--- src/hw/rtl/afcu_pkg.sv ---
package afcu_pkg;

    // Frame geometry.
    localparam int NUM_CHANNELS = 4;
    localparam int MAX_BYTES_PER_WORD = 4;
    localparam int POS_W = $clog2((NUM_CHANNELS + 2) * MAX_BYTES_PER_WORD + 1);
    localparam int WIDX_W = $clog2(NUM_CHANNELS + 2);
    localparam int PROD_W = POS_W + 6;

    // Queue between the parser and the output stage.
    localparam int QUEUE_DEPTH = 4;
    localparam int QPTR_W = $clog2(QUEUE_DEPTH);

    // Configuration port.
    localparam int CFG_DATA_W = 8;

    // CRC constants.
    localparam logic [15:0] POLY_CCITT = 16'h1021;
    localparam logic [15:0] POLY_ANSI = 16'h8005;
    localparam logic [15:0] CRC_INIT = 16'hFFFF;
    localparam logic [15:0] CRC_TOP = 16'h8000;

    typedef enum logic [1:0] {
        CFG_WORD_FORMAT = 2'd0,
        CFG_CRC_ENABLE  = 2'd1,
        CFG_CRC_ANSI    = 2'd2
    } t_cfg_index;

    typedef enum logic [1:0] {
        FMT_16      = 2'd0,
        FMT_24      = 2'd1,
        FMT_32_PAD  = 2'd2,
        FMT_32_SIGN = 2'd3
    } t_word_format;

    typedef enum logic [1:0] {
        KIND_STATUS    = 2'd0,
        KIND_SAMPLE    = 2'd1,
        KIND_FRAME_END = 2'd2
    } t_word_kind;

    typedef struct packed {
        logic [7:0] rx_byte;
        logic       frame_start;
    } t_in_item;

    typedef struct packed {
        t_word_kind         word_kind;
        logic [2:0]         channel_index;
        logic signed [31:0] sample_value;
        logic [15:0]        status_value;
        logic [15:0]        rx_crc;
        logic               crc_ok;
        logic               frame_end;
    } t_out_item;

    // One finished word as handed from the parser to the output stage.
    typedef struct packed {
        t_word_kind   kind;
        logic [2:0]   chan;
        logic [31:0]  acc;
        t_word_format fmt;
        logic         crc_en;
        logic [15:0]  crc;
        logic [15:0]  status;
    } t_word_rec;

    typedef struct packed {
        logic [WIDX_W-1:0] widx;
        logic [1:0]        bidx;
    } t_pos_split;

    // Bytes in one frame for a word format.
    function automatic logic [POS_W-1:0] frame_len(t_word_format fmt);
        logic [POS_W-1:0] len;
        case (fmt)
            FMT_16:  len = POS_W'((NUM_CHANNELS + 2) * 2);
            FMT_24:  len = POS_W'((NUM_CHANNELS + 2) * 3);
            default: len = POS_W'((NUM_CHANNELS + 2) * 4);
        endcase
        return len;
    endfunction

    // Index of the last byte within a word.
    function automatic logic [1:0] last_bidx(t_word_format fmt);
        logic [1:0] idx;
        case (fmt)
            FMT_16:  idx = 2'd1;
            FMT_24:  idx = 2'd2;
            default: idx = 2'd3;
        endcase
        return idx;
    endfunction

    // Splits a frame position into word and byte index. The divide by three
    // is a multiply by 43/128, exact for positions below 128.
    function automatic t_pos_split pos_split(logic [POS_W-1:0] pos, t_word_format fmt);
        logic [PROD_W-1:0] prod;
        logic [POS_W-1:0]  q;
        logic [POS_W-1:0]  r;
        t_pos_split        s;
        prod = '0;
        case (fmt)
            FMT_16: begin
                q = pos >> 1;
                r = pos & POS_W'(1);
            end
            FMT_24: begin
                prod = PROD_W'(pos) * PROD_W'(43);
                q = POS_W'(prod >> 7);
                r = pos - POS_W'(q * POS_W'(3));
            end
            default: begin
                q = pos >> 2;
                r = pos & POS_W'(3);
            end
        endcase
        s.widx = WIDX_W'(q);
        s.bidx = r[1:0];
        return s;
    endfunction

    // First two bytes of a word that has been shifted in most significant first.
    function automatic logic [15:0] top_field(logic [31:0] acc, t_word_format fmt);
        logic [15:0] f;
        case (fmt)
            FMT_16:  f = acc[15:0];
            FMT_24:  f = acc[23:8];
            default: f = acc[31:16];
        endcase
        return f;
    endfunction

    // Eight CRC-16 steps, most significant data bit first.
    function automatic logic [15:0] crc_byte(logic [15:0] crc, logic [7:0] b,
                                             logic [15:0] poly);
        logic [15:0] c;
        logic        fb;
        c = crc;
        for (int i = 7; i >= 0; i--) begin
            fb = b[i] ^ ((c & CRC_TOP) != 16'd0);
            c = {c[14:0], 1'b0};
            if (fb) begin
                c = c ^ poly;
            end
        end
        return c;
    endfunction

endpackage

--- src/hw/rtl/afcu_front.sv ---
module afcu_front (
    input  logic                 i_clk,
    input  logic                 i_rst_n,
    input  logic                 i_accept,
    input  afcu_pkg::t_in_item   i_item,
    input  afcu_pkg::t_word_format i_word_format,
    input  logic                 i_crc_enable,
    input  logic                 i_crc_ansi,
    output logic                 o_rec_push,
    output afcu_pkg::t_word_rec  o_rec
);

    logic [afcu_pkg::POS_W-1:0] r_pos;
    logic [afcu_pkg::POS_W-1:0] n_pos;
    logic [15:0]                r_crc;
    logic [15:0]                n_crc;
    logic [31:0]                r_acc;
    logic [31:0]                n_acc;
    logic [15:0]                r_status;
    logic [15:0]                n_status;

    logic                       restart;
    logic [afcu_pkg::POS_W-1:0] pos;
    logic [15:0]                crc_base;
    logic [15:0]                poly;
    afcu_pkg::t_pos_split       split;
    logic                       last_byte;
    logic                       crc_word;
    logic [afcu_pkg::POS_W-1:0] pos_inc;
    afcu_pkg::t_word_kind       kind;
    logic [afcu_pkg::WIDX_W-1:0] chan_w;

    // Locate this byte in the frame, restarting on a start flag or an overrun.
    always_comb begin
        restart  = i_item.frame_start || (r_pos >= afcu_pkg::frame_len(i_word_format));
        pos      = restart ? '0 : r_pos;
        crc_base = restart ? afcu_pkg::CRC_INIT : r_crc;
        poly     = i_crc_ansi ? afcu_pkg::POLY_ANSI : afcu_pkg::POLY_CCITT;
        split    = afcu_pkg::pos_split(pos, i_word_format);
        last_byte = (split.bidx == afcu_pkg::last_bidx(i_word_format));
        crc_word = (split.widx > afcu_pkg::WIDX_W'(afcu_pkg::NUM_CHANNELS));
        pos_inc  = pos + afcu_pkg::POS_W'(1);
        chan_w   = split.widx - afcu_pkg::WIDX_W'(1);
    end

    // Word classification.
    always_comb begin
        if (split.widx == '0) begin
            kind = afcu_pkg::KIND_STATUS;
        end else if (!crc_word) begin
            kind = afcu_pkg::KIND_SAMPLE;
        end else begin
            kind = afcu_pkg::KIND_FRAME_END;
        end
    end

    // Next state: accumulator, CRC, status and position.
    always_comb begin
        n_acc = (split.bidx == 2'd0) ? {24'd0, i_item.rx_byte}
                                     : {r_acc[23:0], i_item.rx_byte};
        n_crc = crc_word ? crc_base
                         : afcu_pkg::crc_byte(crc_base, i_item.rx_byte, poly);
        n_status = r_status;
        n_pos = pos_inc;
        if (last_byte && kind == afcu_pkg::KIND_STATUS) begin
            n_status = afcu_pkg::top_field(n_acc, i_word_format);
        end
        if (last_byte && crc_word) begin
            n_pos = '0;
            n_crc = afcu_pkg::CRC_INIT;
        end
    end

    // Word record for the output stage.
    always_comb begin
        o_rec.kind   = kind;
        o_rec.chan   = (kind == afcu_pkg::KIND_SAMPLE) ? 3'(chan_w) : 3'd0;
        o_rec.acc    = n_acc;
        o_rec.fmt    = i_word_format;
        o_rec.crc_en = i_crc_enable;
        o_rec.crc    = crc_base;
        o_rec.status = n_status;
        o_rec_push   = i_accept && last_byte;
    end

    // Parser state registers.
    always_ff @(posedge i_clk) begin
        if (!i_rst_n) begin
            r_pos    <= '0;
            r_crc    <= afcu_pkg::CRC_INIT;
            r_acc    <= '0;
            r_status <= '0;
        end else if (i_accept) begin
            r_pos    <= n_pos;
            r_crc    <= n_crc;
            r_acc    <= n_acc;
            r_status <= n_status;
        end
    end

endmodule

--- src/hw/rtl/afcu_queue.sv ---
module afcu_queue (
    input  logic                i_clk,
    input  logic                i_rst_n,
    input  logic                i_push,
    input  afcu_pkg::t_word_rec i_rec,
    output logic                o_full,
    input  logic                i_pop,
    output logic                o_empty,
    output afcu_pkg::t_word_rec o_rec
);

    afcu_pkg::t_word_rec          r_mem [afcu_pkg::QUEUE_DEPTH];
    logic [afcu_pkg::QPTR_W-1:0]  r_wr_ptr;
    logic [afcu_pkg::QPTR_W-1:0]  r_rd_ptr;
    logic [afcu_pkg::QPTR_W:0]    r_count;
    logic                         do_push;
    logic                         do_pop;

    // Status flags and the head entry.
    always_comb begin
        o_full  = (r_count == (afcu_pkg::QPTR_W + 1)'(afcu_pkg::QUEUE_DEPTH));
        o_empty = (r_count == '0);
        do_push = i_push && !o_full;
        do_pop  = i_pop && !o_empty;
        o_rec   = r_mem[r_rd_ptr];
    end

    // Entry storage.
    always_ff @(posedge i_clk) begin
        if (do_push) begin
            r_mem[r_wr_ptr] <= i_rec;
        end
    end

    // Pointers and fill count.
    always_ff @(posedge i_clk) begin
        if (!i_rst_n) begin
            r_wr_ptr <= '0;
            r_rd_ptr <= '0;
            r_count  <= '0;
        end else begin
            if (do_push) begin
                r_wr_ptr <= r_wr_ptr + afcu_pkg::QPTR_W'(1);
            end
            if (do_pop) begin
                r_rd_ptr <= r_rd_ptr + afcu_pkg::QPTR_W'(1);
            end
            if (do_push && !do_pop) begin
                r_count <= r_count + (afcu_pkg::QPTR_W + 1)'(1);
            end else if (do_pop && !do_push) begin
                r_count <= r_count - (afcu_pkg::QPTR_W + 1)'(1);
            end
        end
    end

endmodule

--- src/hw/rtl/afcu_back.sv ---
module afcu_back (
    input  logic                i_clk,
    input  logic                i_rst_n,
    input  logic                i_q_empty,
    input  afcu_pkg::t_word_rec i_rec,
    output logic                o_q_pop,
    input  logic                i_pop,
    output logic                o_valid,
    output afcu_pkg::t_out_item o_item
);

    logic                r_valid;
    afcu_pkg::t_out_item r_item;
    afcu_pkg::t_out_item n_item;
    logic [15:0]         rcrc;
    logic signed [31:0]  sample;

    // Sign extension of the sample by word format.
    always_comb begin
        case (i_rec.fmt)
            afcu_pkg::FMT_16:     sample = {{16{i_rec.acc[15]}}, i_rec.acc[15:0]};
            afcu_pkg::FMT_24:     sample = {{8{i_rec.acc[23]}}, i_rec.acc[23:0]};
            afcu_pkg::FMT_32_PAD: sample = {{8{i_rec.acc[31]}}, i_rec.acc[31:8]};
            default:              sample = i_rec.acc;
        endcase
        rcrc = afcu_pkg::top_field(i_rec.acc, i_rec.fmt);
    end

    // Build the result item from the word record.
    always_comb begin
        n_item.word_kind     = i_rec.kind;
        n_item.channel_index = i_rec.chan;
        n_item.status_value  = i_rec.status;
        n_item.sample_value  = '0;
        n_item.rx_crc        = '0;
        n_item.crc_ok        = 1'b0;
        n_item.frame_end     = 1'b0;
        case (i_rec.kind)
            afcu_pkg::KIND_SAMPLE: begin
                n_item.sample_value = sample;
            end
            afcu_pkg::KIND_FRAME_END: begin
                n_item.rx_crc       = rcrc;
                n_item.crc_ok       = !i_rec.crc_en || (i_rec.crc == rcrc);
                n_item.frame_end    = 1'b1;
            end
            default: begin
                n_item.channel_index = '0;
            end
        endcase
    end

    // Refill the output register when it is empty or being taken.
    always_comb begin
        o_q_pop = !i_q_empty && (!r_valid || i_pop);
        o_valid = r_valid;
        o_item  = r_item;
    end

    always_ff @(posedge i_clk) begin
        if (!i_rst_n) begin
            r_valid <= 1'b0;
        end else if (o_q_pop) begin
            r_valid <= 1'b1;
        end else if (i_pop) begin
            r_valid <= 1'b0;
        end
    end

    always_ff @(posedge i_clk) begin
        if (o_q_pop) begin
            r_item <= n_item;
        end
    end

endmodule

--- src/hw/rtl/adc_frame_crc_unpacker.sv ---
// Unpacks delta-sigma ADC response frames arriving one byte per item and
// checks their CRC-16. Each frame is a status word, NUM_CHANNELS sample
// words and a CRC word; one result item leaves on the last byte of every
// word. A byte is taken every clock cycle while the queue is not full: the
// parser settles position, word assembly and the unrolled 8-bit CRC step
// combinationally, and finished words pass through a four-entry queue into
// an output register. push is refused (full high) only while the queue is
// full, which happens once five results wait unpopped: four in the queue
// and one on the result ports. A finished word is written into the queue,
// and from there into the output register that drives the result ports.
// Configuration writes are always taken (ready held high) and should be
// issued only while no frame byte is in flight.
module adc_frame_crc_unpacker (
    input  logic                        i_clk,
    input  logic                        i_rst_n,
    input  logic                        push,
    output logic                        full,
    input  afcu_pkg::t_in_item          i_in_item,
    output logic                        empty,
    input  logic                        pop,
    output afcu_pkg::t_out_item         o_out_item,
    input  logic                        i_cfg_valid,
    output logic                        o_cfg_ready,
    input  logic [1:0]                  i_cfg_index,
    input  logic [afcu_pkg::CFG_DATA_W-1:0] i_cfg_data
);

    afcu_pkg::t_word_format r_word_format;
    logic                   r_crc_enable;
    logic                   r_crc_ansi;

    logic                   accept;
    logic                   rec_push;
    afcu_pkg::t_word_rec    front_rec;
    afcu_pkg::t_word_rec    head_rec;
    logic                   q_empty;
    logic                   q_pop;
    logic                   out_valid;

    // Configuration registers.
    assign o_cfg_ready = 1'b1;

    always_ff @(posedge i_clk) begin
        if (!i_rst_n) begin
            r_word_format <= afcu_pkg::FMT_24;
            r_crc_enable  <= 1'b0;
            r_crc_ansi    <= 1'b0;
        end else if (i_cfg_valid && o_cfg_ready) begin
            case (afcu_pkg::t_cfg_index'(i_cfg_index))
                afcu_pkg::CFG_WORD_FORMAT: begin
                    r_word_format <= afcu_pkg::t_word_format'(i_cfg_data[1:0]);
                end
                afcu_pkg::CFG_CRC_ENABLE: begin
                    r_crc_enable <= i_cfg_data[0];
                end
                afcu_pkg::CFG_CRC_ANSI: begin
                    r_crc_ansi <= i_cfg_data[0];
                end
                default: begin
                end
            endcase
        end
    end

    // Input handshake.
    assign accept = push && !full;
    assign empty  = !out_valid;

    afcu_front u_front (
        .i_clk         (i_clk),
        .i_rst_n       (i_rst_n),
        .i_accept      (accept),
        .i_item        (i_in_item),
        .i_word_format (r_word_format),
        .i_crc_enable  (r_crc_enable),
        .i_crc_ansi    (r_crc_ansi),
        .o_rec_push    (rec_push),
        .o_rec         (front_rec)
    );

    afcu_queue u_queue (
        .i_clk   (i_clk),
        .i_rst_n (i_rst_n),
        .i_push  (rec_push),
        .i_rec   (front_rec),
        .o_full  (full),
        .i_pop   (q_pop),
        .o_empty (q_empty),
        .o_rec   (head_rec)
    );

    afcu_back u_back (
        .i_clk     (i_clk),
        .i_rst_n   (i_rst_n),
        .i_q_empty (q_empty),
        .i_rec     (head_rec),
        .o_q_pop   (q_pop),
        .i_pop     (pop),
        .o_valid   (out_valid),
        .o_item    (o_out_item)
    );

endmodule

--- config.mk ---
export PLATFORM = sky130hd
export DESIGN_NAME = adc_frame_crc_unpacker
export DESIGN_NICKNAME = d
export VERILOG_FILES = /design/src/hw/rtl/afcu_pkg.sv /design/src/hw/rtl/afcu_front.sv /design/src/hw/rtl/afcu_queue.sv /design/src/hw/rtl/afcu_back.sv /design/src/hw/rtl/adc_frame_crc_unpacker.sv
export SDC_FILE = /design/constraint.sdc
export NUM_CORES = 1
export LEC_CHECK = 0
export BUFFER_PORTS_ARGS = -buffer_cell sky130_fd_sc_hd__buf_2
export CAP_MARGIN = 10
export CORE_UTILIZATION = 60
export DETAILED_ROUTE_END_ITERATION = 12
export PLACE_DENSITY = 0.78
export SETUP_SLACK_MARGIN = 0.05
export SYNTH_ARGS = -nofsm -noshare
export SYNTH_HDL_FRONTEND = slang
export SYNTH_SLANG_ARGS = --single-unit
--- constraint.sdc ---
create_clock -name i_clk -period 11.59 [get_ports i_clk]
set_clock_uncertainty 0.1 [all_clocks]
set_input_delay 1.159 -clock i_clk [delete_from_list [all_inputs] [get_ports i_clk]]
set_output_delay 1.159 -clock i_clk [all_outputs]
set_load 0.1 [all_outputs]
==> flow_summary.json <==
{
  "fin_hold_ws_ps": 374,
  "worstMarginPinSlew_ps": 1230,
  "cp-start-kind": "flip-flop",
  "fin_crit_ps": 7240,
  "portBuffers": 90,
  "dp_hpwl_um": 25400,
  "reg2reg_slack_ps": 4350,
  "num_vias": 11000,
  "powerDensity_nw_per_um2": 255,
  "power_leakage_uw": 0.00722,
  "wirelength_um": 41300,
  "vias_per_cell": 6.31,
  "clockBufferDepth": 3,
  "drc_errors": 0,
  "status": "complete, no violations",
  "grt_use_total_pct": 26.8,
  "swShare_pct": 41.1,
  "grt_max_degree": 68,
  "fp.dieH_um": 178,
  "synthArstFlopShare_pct": 0,
  "cts_htree_levels": 2,
  "rsz0062_at_grt": "false",
  "n_antenna_cell": 0,
  "utilization_pct": 69.0,
  "std_cell_rows": 63,
  "fillers": 1952,
  "power.switching_uw": 2170,
  "ios": 98,
  "synth_edf_count": 359,
  "hold_violations": 0,
  "cts_buffers": 44,
  "crit_type": "flip-flop to flip-flop",
  "root_buffer": "clkbuf_16",
  "max_cap_viol_count": 0,
  "p_comb_share_pct": 36.6,
  "final_cell_area_um2": 20700,
  "netlist_instances": 1235,
  "clk_pin_slew_ps": 60,
  "sequentialPowerShare_pct": 37.8,
  "cts_tree": "built",
  "drtIter0Drc": 1341,
  "fmax_mhz": 138,
  "syn-cell-area_um2": 18500,
  "grt_pass1_vias": 10600,
  "syn_area_per_cell_um2": 15.0,
  "firstDrtPassIters": 7,
  "cp.arrival_ps": 7400,
  "finalWeightedCongestion": 0.883,
  "postCtsResizedCells": 0,
  "slew_headroom_pct": 17.6,
  "synth-seq-cells": 434,
  "place_area_um2": 19300,
  "core_um2": 30000,
  "slew_viol_final": 0,
  "initial_core_util_pct": 61.7,
  "die_w_um": 178,
  "wl_per_cell_um": 23.6,
  "overflow": 0,
  "min_path_type": "flip-flop to flip-flop",
  "grt_first_pass_wirelength_um": 62600,
  "synth_cell_types": 68,
  "antenna_found_initial": 0,
  "p_int_uw": 3110,
  "tns_ps": 0,
  "syn2layout_area_growth_pct": 11.7,
  "post_cts_buffers": 0,
  "clock_latency_ps": 550,
  "synth_warnings": 0,
  "endpoint_kind": "flip-flop",
  "ir_worst_vdd_v": 0.000143,
  "drive_above_1_share_pct": 19.4,
  "dieArea_um2": 31600,
  "pwr-share-clk_pct": 25.6,
  "cts_hold_buffers": 0,
  "critPathRequiredTime_ps": 11750,
  "clock_sinks": 434,
  "critical_path.max_fanout": 33,
  "nNetsFinal": 1378,
  "detail-route-antenna-nets": 0,
  "yosysSeqAreaShare_pct": 66.2,
  "setup_viol": 0,
  "yosys_most_used_dff": "edfxtp_1",
  "finalCritPeriodShare_pct": 62.5
}
metrics by stage:
| stage | setup WS (ps) | power (µW) | cells |
|---|---|---|---|
| floorplan | 4630 | 3630 | 1238 |
| global placement | 4530 | 3930 | 1667 |
| global route | 3900 | 5460 | 1747 |
| CTS | 4440 | 5300 | 1747 |
| detailed placement | 4460 | 3960 | 1667 |
| finish | 4350 | 5280 | 1747 |
cells in the mapped netlist (3+ instances only):
library cell,count,area share [%]
a211oi_1,4,0.16
a21boi_0,25,1.0
a21o_1,3,0.12
a21oi_1,39,1.1
a222oi_1,8,0.43
a22o_1,19,0.90
a22oi_1,10,0.40
a2bb2oi_1,7,0.33
a31oi_1,8,0.27
and2_1,45,1.5
and3_1,8,0.27
buf_1,5,0.10
buf_2,17,0.46
buf_4,4,0.16
buf_6,3,0.18
clkbuf_1,37,0.75
dfxtp_1,75,8.1
edfxtp_1,359,58
fa_1,4,0.43
ha_1,27,1.8
inv_1,21,0.43
mux2_2,3,0.18
mux2i_1,30,1.6
mux4_2,71,8.6
nand2_1,130,2.6
nand2b_1,4,0.13
nand3_1,6,0.16
nand3b_1,3,0.12
nor2_1,44,0.89
nor2b_1,10,0.34
nor3_1,10,0.27
nor4_1,5,0.17
o21ai_0,65,1.8
o22a_1,4,0.19
o2bb2ai_1,4,0.19
or3_1,15,0.51
xnor2_1,26,1.2
xor2_1,37,1.7
flip-flops by register name, summed over array words and instances (netlist names), named ones only:
signal,cells
u_queue.r_mem,288
u_back.o_item,71
u_front.r_acc,24
u_front.r_crc,16
u_front.r_status,16
u_front.r_pos,5
u_queue.r_count,3
r_word_format,2
u_queue.r_rd_ptr,2
u_queue.r_wr_ptr,2
r_crc_ansi,1
r_crc_enable,1
u_back.o_valid,1
cells in the final DEF (no fill, tap or decap), drive strengths merged, types with 15 or more instances in the layout:
master and count:
mux2i 30, inv 23, clkbuf 59, buf 105, ha 27, xnor2 26, mux4 71, o21ai 67
nand2 130, dfxtp 75, and2 45, clkinv 16, a21boi 25, a22o 19, edfxtp 359, nor2 45
a21oi 39, or3 15, xor2 38
worst max-delay path, stage by stage (launching register included):
cell and delay, ps:
dfxtp_1 320, nor2_1 670, ha_1 300, or2_1 700
nor2_1 280, nand2_1 230, inv_1 100, ha_1 250
xor2_1 200, ha_1 310, ha_1 290, ha_1 330
a31oi_4 210, xnor2_1 130, ha_1 220, xnor2_1 130
xnor3_2 290, a31o_1 430, nand2_1 660, o21ai_0 790
power groups by stage:
stage	combinational, µW	sequential [µW]	clock, µW
after floorplan	692	2940	0
after global placement	1910	2020	0
after detailed placement	1920	2030	0
after CTS	1940	2000	1370
after global routing	2030	2020	1420
final	1930	2000	1350
final timing paths:
check                           depth (start not counted)                   to              from
worst max-delay path                                   19  u_queue.r_mem[1][5]  r_word_format[0]
worst min-delay path                                    1     u_front.r_crc[1]  u_front.r_crc[1]
worst max register to register                         19  u_queue.r_mem[1][5]  r_word_format[0]
worst min register to register                          1     u_front.r_crc[1]  u_front.r_crc[1]
routing by layer:
| metal | GRT usage, % | up-vias | wire (µm) |
|---|---|---|---|
| met5 | 0 | - | 0 |
| met4 | 10.5 | 0 | 1550 |
| met3 | 3.19 | 107 | 3080 |
| met2 | 42.9 | 556 | 19700 |
| met1 | 38.0 | 5479 | 17000 |
| li1 | - | 4877 | - |
cell type report:
cell class              count  area [µm²]  area share, %
flip-flops and latches    434       12300           59.3
multi-input cells         717        5920           28.6
clock buffers              59        1190           5.74
repair buffers            105         563           2.72
well taps                 390         488           2.36
clock inverters            21         184          0.888
inverters                  21        78.8          0.381
logic make-up after synthesis:
logic type	Yosys count	share of synthesized area, %
compound gates	219	8.10
simple gates	292	7.54
flops	434	66.2
other cells	2	0.0405
fa+ha+maj	31	2.25
mux	104	10.4
xor+xnor	66	3.31
buf+inv	87	2.08
(Power assumes the default switching activity.)
